==> src/rtl/core/lpr_pkg.sv <==
`timescale 1ns / 1ps

package lpr_pkg;

  // Fixed field widths of the ports
  localparam int unsigned PAGE_W   = 16;
  localparam int unsigned COUNT_W  = 32;
  localparam int unsigned RES_W    = 5;
  localparam int unsigned LIMIT_W  = 5;

  // Configuration port
  localparam int unsigned APB_DW   = 32;
  localparam int unsigned APB_AW   = 3;

  // Register index, taken from paddr[2]
  localparam logic REG_FRAMES_IN_USE = 1'b0;

  localparam logic [LIMIT_W-1:0] FRAMES_IN_USE_RESET = LIMIT_W'(16);

  // Per-cell control from the top level
  typedef struct packed {
    logic shift;     // load the neighbor's page this cycle
    logic occupied;  // cell holds a resident page
  } cell_ctrl_t;

endpackage

==> src/rtl/core/lru_page_replacement_core.sv <==
`timescale 1ns / 1ps

// Fully associative LRU page replacement. Resident pages sit in a row of
// FRAMES cells ordered by recency, cell 0 the most recent. Every reference is
// compared against all resident cells in the cycle it is accepted, and the
// row shifts by one place toward the tail in that same cycle, so one
// reference is taken per clock while the output register is free or being
// read: the result appears in the output register in the cycle after
// acceptance, and a new reference is accepted while that result waits as
// long as it is taken in the same cycle. The limit register frames_in_use
// (address 0) is clamped to 1..FRAMES; lowering it below the current
// occupancy flushes nothing, misses then replace the tail page.
module lru_page_replacement_core #(
  parameter int unsigned FRAMES    = 16,
  parameter int unsigned PAGE_BITS = 16
) (
  input  logic                           clk,
  input  logic                           rst_n,
  // reference channel
  input  logic                           in_valid,
  output logic                           in_ready,
  input  logic [lpr_pkg::PAGE_W-1:0]     in_page,
  // result channel
  output logic                           out_valid,
  input  logic                           out_ready,
  output logic                           out_fault,
  output logic                           out_evicted_valid,
  output logic [lpr_pkg::PAGE_W-1:0]     out_evicted_page,
  output logic [lpr_pkg::COUNT_W-1:0]    out_fault_count,
  output logic [lpr_pkg::RES_W-1:0]      out_resident_count,
  // configuration port
  input  logic                           psel,
  input  logic                           penable,
  input  logic                           pwrite,
  input  logic [lpr_pkg::APB_AW-1:0]     paddr,
  input  logic [lpr_pkg::APB_DW-1:0]     pwdata,
  output logic [lpr_pkg::APB_DW-1:0]     prdata,
  output logic                           pready
);
  import lpr_pkg::*;

  localparam int unsigned OCC_W = $clog2(FRAMES + 1);

  // Configuration register
  logic [LIMIT_W-1:0] frames_in_use_r;
  logic               cfg_wr;

  assign pready = 1'b1;
  assign cfg_wr = psel && penable && pwrite && pready && (paddr[2] == REG_FRAMES_IN_USE);

  always_ff @(posedge clk) begin
    if (!rst_n) begin
      frames_in_use_r <= FRAMES_IN_USE_RESET;
    end else if (cfg_wr) begin
      frames_in_use_r <= pwdata[LIMIT_W-1:0];
    end
  end

  always_comb begin
    prdata = '0;
    if (paddr[2] == REG_FRAMES_IN_USE) begin
      prdata = APB_DW'(frames_in_use_r);
    end
  end

  // Clamp the limit to 1..FRAMES
  logic [OCC_W-1:0] limit;
  always_comb begin
    priority if (frames_in_use_r == '0) begin
      limit = OCC_W'(1);
    end else if (32'(frames_in_use_r) > FRAMES) begin
      limit = OCC_W'(FRAMES);
    end else begin
      limit = OCC_W'(frames_in_use_r);
    end
  end

  // Handshake
  logic out_valid_r;
  logic in_fire;
  logic out_fire;

  assign out_fire = out_valid_r && out_ready;
  assign in_ready = !out_valid_r || out_ready;
  assign in_fire  = in_valid && in_ready;

  // Request page, zero-extended then cut to PAGE_BITS
  logic [31:0]          in_ext;
  logic [PAGE_BITS-1:0] req_page;
  assign in_ext   = 32'(in_page);
  assign req_page = in_ext[PAGE_BITS-1:0];

  // Cell row
  logic [OCC_W-1:0]     occ_r;
  logic [OCC_W-1:0]     occ_nxt;
  cell_ctrl_t           ctrl      [FRAMES];
  logic [PAGE_BITS-1:0] cell_page [FRAMES];
  logic [PAGE_BITS-1:0] nb_page   [FRAMES];
  logic [FRAMES:0]      found;
  logic                 hit;
  logic                 evict;

  assign found[0] = 1'b0;
  assign hit      = found[FRAMES];
  assign evict    = !hit && (occ_r >= limit);

  for (genvar i = 0; i < FRAMES; i++) begin : g_cell
    if (i == 0) begin : g_head
      assign nb_page[i] = req_page;
    end else begin : g_body
      assign nb_page[i] = cell_page[i-1];
    end

    // Shift down to the hit cell, or to the tail / first free cell on a miss
    always_comb begin
      ctrl[i].occupied = OCC_W'(i) < occ_r;
      if (hit) begin
        ctrl[i].shift = in_fire && !found[i];
      end else if (evict) begin
        ctrl[i].shift = in_fire && (OCC_W'(i) < occ_r);
      end else begin
        ctrl[i].shift = in_fire && (OCC_W'(i) <= occ_r);
      end
    end

    lpr_cell #(
      .PAGE_BITS (PAGE_BITS)
    ) u_cell (
      .clk       (clk),
      .ctrl      (ctrl[i]),
      .req_page  (req_page),
      .nb_page   (nb_page[i]),
      .found_in  (found[i]),
      .page_out  (cell_page[i]),
      .found_out (found[i+1])
    );
  end

  // Select the tail page for eviction
  logic [OCC_W-1:0]     tail_idx;
  logic [PAGE_BITS-1:0] tail_page;
  assign tail_idx = occ_r - OCC_W'(1);

  always_comb begin
    tail_page = '0;
    for (int i = 0; i < FRAMES; i++) begin
      if (OCC_W'(i) == tail_idx) begin
        tail_page = tail_page | cell_page[i];
      end
    end
  end

  // Occupancy and fault counter
  logic [COUNT_W-1:0] faults_r;
  logic [COUNT_W-1:0] faults_nxt;

  always_comb begin
    occ_nxt    = occ_r;
    faults_nxt = faults_r;
    if (!hit) begin
      if (faults_r != '1) begin
        faults_nxt = faults_r + COUNT_W'(1);
      end
      if (!evict) begin
        occ_nxt = occ_r + OCC_W'(1);
      end
    end
  end

  always_ff @(posedge clk) begin
    if (!rst_n) begin
      occ_r    <= '0;
      faults_r <= '0;
    end else if (in_fire) begin
      occ_r    <= occ_nxt;
      faults_r <= faults_nxt;
    end
  end

  // Result register
  logic               fault_r;
  logic               ev_valid_r;
  logic [PAGE_W-1:0]  ev_page_r;
  logic [COUNT_W-1:0] fcount_r;
  logic [RES_W-1:0]   res_r;
  logic [31:0]        ev_ext;

  assign ev_ext = evict ? 32'(tail_page) : '0;

  always_ff @(posedge clk) begin
    if (!rst_n) begin
      out_valid_r <= 1'b0;
    end else if (in_fire) begin
      out_valid_r <= 1'b1;
    end else if (out_fire) begin
      out_valid_r <= 1'b0;
    end
  end

  always_ff @(posedge clk) begin
    if (in_fire) begin
      fault_r    <= !hit;
      ev_valid_r <= evict;
      ev_page_r  <= ev_ext[PAGE_W-1:0];
      fcount_r   <= faults_nxt;
      res_r      <= RES_W'(occ_nxt);
    end
  end

  assign out_valid          = out_valid_r;
  assign out_fault          = fault_r;
  assign out_evicted_valid  = ev_valid_r;
  assign out_evicted_page   = ev_page_r;
  assign out_fault_count    = fcount_r;
  assign out_resident_count = res_r;

  // Checks
  a_occ_bound: assert property (@(posedge clk) disable iff (!rst_n)
    32'(occ_r) <= FRAMES)
    else $error("occupancy above frame count");

  a_hit_keeps_occ: assert property (@(posedge clk) disable iff (!rst_n)
    in_fire && hit |=> occ_r == $past(occ_r))
    else $error("hit changed occupancy");

  a_evict_is_fault: assert property (@(posedge clk) disable iff (!rst_n)
    out_valid_r && ev_valid_r |-> fault_r)
    else $error("eviction without fault");

  a_count_monotonic: assert property (@(posedge clk) disable iff (!rst_n)
    in_fire |=> faults_r >= $past(faults_r))
    else $error("fault counter went backwards");

endmodule

==> src/rtl/core/lpr_cell.sv <==
`timescale 1ns / 1ps

module lpr_cell #(
  parameter int unsigned PAGE_BITS = 16
) (
  input  logic                  clk,
  input  lpr_pkg::cell_ctrl_t   ctrl,
  input  logic [PAGE_BITS-1:0]  req_page,
  input  logic [PAGE_BITS-1:0]  nb_page,
  input  logic                  found_in,
  output logic [PAGE_BITS-1:0]  page_out,
  output logic                  found_out
);
  import lpr_pkg::*;

  logic [PAGE_BITS-1:0] page_r;
  logic [PAGE_BITS-1:0] page_nxt;
  logic                 match;

  // Compare the stored page with the reference
  assign match     = ctrl.occupied && (page_r == req_page);
  assign found_out = found_in | match;
  assign page_out  = page_r;

  // Take the neighbor's page on a shift, else hold
  assign page_nxt = ctrl.shift ? nb_page : page_r;

  always_ff @(posedge clk) begin
    page_r <= page_nxt;
  end

endmodule
==> config.mk <==
export PLATFORM = sky130hd
export DESIGN_NAME = lru_page_replacement_core
export DESIGN_NICKNAME = d
export VERILOG_FILES = /design/src/rtl/core/lpr_pkg.sv /design/src/rtl/core/lru_page_replacement_core.sv /design/src/rtl/core/lpr_cell.sv
export SDC_FILE = /design/constraint.sdc
export NUM_CORES = 1
export LEC_CHECK = 0
export ABC_AREA = 1
export BUFFER_PORTS_ARGS = -buffer_cell sky130_fd_sc_hd__buf_2
export CAP_MARGIN = 20
export CELL_PAD_IN_SITES_DETAIL_PLACEMENT = 1
export CELL_PAD_IN_SITES_GLOBAL_PLACEMENT = 2
export CORE_MARGIN = 2
export CORE_UTILIZATION = 43
export CTS_BUF_LIST = sky130_fd_sc_hd__clkbuf_4 sky130_fd_sc_hd__clkbuf_8
export DETAILED_ROUTE_END_ITERATION = 12
export PLACE_DENSITY = 0.86
export SLEW_MARGIN = 5
export SYNTH_ARGS = -nofsm -noshare
export SYNTH_HDL_FRONTEND = slang
export SYNTH_SLANG_ARGS = --single-unit
==> constraint.sdc <==
create_clock -name clk -period 9.4 [get_ports clk]
set_input_delay 0.47 -clock clk [delete_from_list [all_inputs] [get_ports clk]]
set_output_delay 0.47 -clock clk [all_outputs]
set_load 0.03 [all_outputs]
==> results.json <==
{
  "multi_input_area_mm2": 0.00685,
  "antenna_found_initial": 0,
  "p_clk_share_pct": 37.1,
  "wl_per_cell_um": 25.8,
  "yosys_register_bits": 354,
  "worst_setup_path_start_kind": "flip-flop",
  "root_buffer": "clkbuf_8",
  "synth.largest_area_cell": "edfxtp_1",
  "post_dp_cell_area_mm2": 0.0195,
  "grt_setup_unrepaired": "false",
  "cts-resized-gates": 0,
  "dieArea_mm2": 0.0449,
  "yosys.area_share.simple_pct": 19.4,
  "drt-initial-drc-count": 1957,
  "worstHoldPathType": "input port to flip-flop",
  "switching_power_uw": 1290,
  "diodes": 0,
  "finalMaxSlewViolations": 0,
  "end_kind": "flip-flop",
  "power.leakage_uw": 0.00853,
  "maxSlewHeadroom_pct": 28.7,
  "synth_common_cells": "455 x nand2_1, 311 x edfxtp_1, 249 x inv_1, 148 x nor2_1, 99 x xor2_1",
  "drc": 0,
  "vdd_ir_drop_max_mv": 0.128,
  "die_y_um": 212,
  "synth-xor-area-share_pct": 6.07,
  "synth_top_family_by_area": "simple AND/OR/NAND/NOR gates",
  "drt_wl_total_um": 70400,
  "seq_area_mm2": 0.0102,
  "power_density_mw_per_mm2": 198,
  "cts_buffers": 67,
  "synth_area_mm2": 0.0186,
  "antenna_left": 0,
  "fp-row-count": 76,
  "cts_tree": "yes",
  "fmax_mhz": 196,
  "synth_edf_count": 311,
  "first_pass_iters": 5,
  "avgSynthCellArea_um2": 9.37,
  "drive_above_1_share_pct": 13.2,
  "insertion_delay_ps": 670,
  "design_area_mm2": 0.0208,
  "fin_hold_ws_ps": 66.8,
  "layout_min_cycle_time_ps": 5090,
  "async_reset_ff_share_pct": 0,
  "vias": 15700,
  "synthAdderAreaFrac_pct": 0.807,
  "hold_viol_final": 0,
  "grt_max_degree": 61,
  "cp.arrival_ps": 5340,
  "floorplan.core_area_mm2": 0.0429,
  "initial_core_util_pct": 43.4,
  "grt_pass1_wl_um": 102000,
  "p_comb_share_pct": 15.7,
  "internal-power_uw": 2820,
  "gp_congestion": 0.987,
  "path_clk_slew_ps": 60,
  "ys_warn_count": 0,
  "cts_num_sinks": 354,
  "hold_buffers": 0,
  "port_buffers": 90,
  "htreeDepth": 3,
  "synth_cell_types": 55,
  "swShare_pct": 31.3,
  "outcome": "finished, final reports clean",
  "yosysMostFrequentCell": "nand2_1",
  "skew_ps": 39.1,
  "grt_pass1_vias": 15700,
  "fin_crit_sh_pct": 54.1,
  "syn_inst": 1986,
  "seq_power_share_pct": 47.2,
  "dpl.hpwl_um": 52800,
  "required_ps": 9650,
  "grt-ovfl-total": 0,
  "cts_buffer_depth": 3,
  "finalSetupViolCount": 0,
  "die_w_um": 212,
  "synthTopCellsByArea": "edfxtp_1 50%, nand2_1 9.2%, inv_1 5.0%",
  "yosys_most_used_dff": "edfxtp_1",
  "area_delta_synth_final_pct": 11.8,
  "critPathMaxFanout": 30,
  "maxCapViolCount": 0,
  "cts_setup_buffers": 0,
  "synth-compound-area-share_pct": 9.73,
  "yosysSeqAreaShare_pct": 54.8,
  "io-pin-count": 148,
  "final_util_pct": 48.5,
  "criticalPathCategory": "flip-flop to flip-flop",
  "nets": 2165,
  "muxShareOfSynthArea_pct": 0,
  "worstMarginPinSlew_ps": 1070,
  "viasPerCell": 5.77,
  "num-fill-cells": 4972,
  "fin_tns_setup_ps": 0,
  "yosys.area.top_type_share_pct": 50.2,
  "groute.usage.overall_pct": 31.6
}
## path summary, 6_finish.rpt
path	cells past startpoint	slack (ps)	endpoint	from
min reg2reg	0	440	g_cell[4].u_cell.page_out[2]	g_cell[3].u_cell.page_out[2]
max reg2reg	15	4310	g_cell[15].u_cell.page_out[14]	occ_r[2]
max	15	4310	g_cell[15].u_cell.page_out[14]	occ_r[2]
min	3	70	frames_in_use_r[4]	pwdata[4]
## final cells by class
cell class,instances,area share [%]
flip-flops and latches,354,49.1
multi-input cells,1277,33.0
repair buffers,119,3.25
clock inverters,31,0.975
clock buffers,86,5.21
well taps,585,3.52
inverters,276,5.04
## power by group through the flow
stage	clock, µW	sequential, µW	combinational, µW
floorplan	0	1980	372
global route	1600	1950	689
global placement	0	1960	617
CTS	1540	1940	634
detailed placement	0	1970	631
finish	1520	1940	644
## cell usage in the layout (no fill, tap or decap), types with 4 or more instances in the layout
master and n:
a41oi_1 11, clkbuf_8 70, o21ai_0 69, o211ai_1 5, a22o_1 4, nand3_1 95, buf_2 90, a2111oi_0 4
a31oi_1 4, clkbuf_4 16, o2111ai_1 7, ha_1 12, clkinv_2 10, xnor2_1 30, o21ai_1 10, nor2_1 141
nand4_1 53, a21oi_1 51, nor2_2 16, xor2_1 99, nand2_1 455, o22ai_1 44, dfxtp_1 43, buf_4 28
clkinv_1 17, nor3_1 21, inv_2 21, inv_1 249, nor4_1 24, edfxtp_1 311, conb_1 28, a221oi_1 57
## critical path, cell delays in order (launching register included)
cell     delay (ps)
dfxtp_1         730
nand2_1         240
inv_1           210
nor2_1          140
nor2_1          180
inv_1           160
nor4_1          450
nand4_1         250
nand2_1         140
nor2_2           40
buf_4           290
nand4_4         390
inv_4           160
nand2_4         360
nor2_1          130
nor3_4          760
## state kept, by name (all words and copies together) (netlist names)
register                flops
out_evicted_valid           1
g_cell.u_cell.page_out    256
out_fault_count            32
occ_r                       5
out_valid                   1
out_fault                   1
out_evicted_page           16
out_resident_count          5
frames_in_use_r             5
faults_r                   32
## logic make-up after synthesis
family                   Yosys count
AO/OA/AOI/OAI                    278
XOR/XNOR                         129
adder cells (fa/ha/maj)           12
buffers and inverters            381
flip-flops                       354
other                              2
AND/OR/NAND/NOR                  830
## per-stage QoR
step / setup slack [ps] / power, µW / cells
after floorplan: 5680 / 2350 / 2012
after global placement: 3940 / 2580 / 2610
after detailed placement: 4150 / 2600 / 2611
after CTS: 4370 / 4110 / 2728
after global routing: 4090 / 4240 / 2728
final: 4310 / 4110 / 2728
## metal layers
layer | vias up | track usage (%) | wire length [µm]
li1 | 6966 | - | -
met1 | 7820 | 43.8 | 29700
met2 | 796 | 47.6 | 31000
met3 | 152 | 7.08 | 6610
met4 | 0 | 14.1 | 3090
met5 | - | 0 | 0
(Power assumes the default switching activity.)
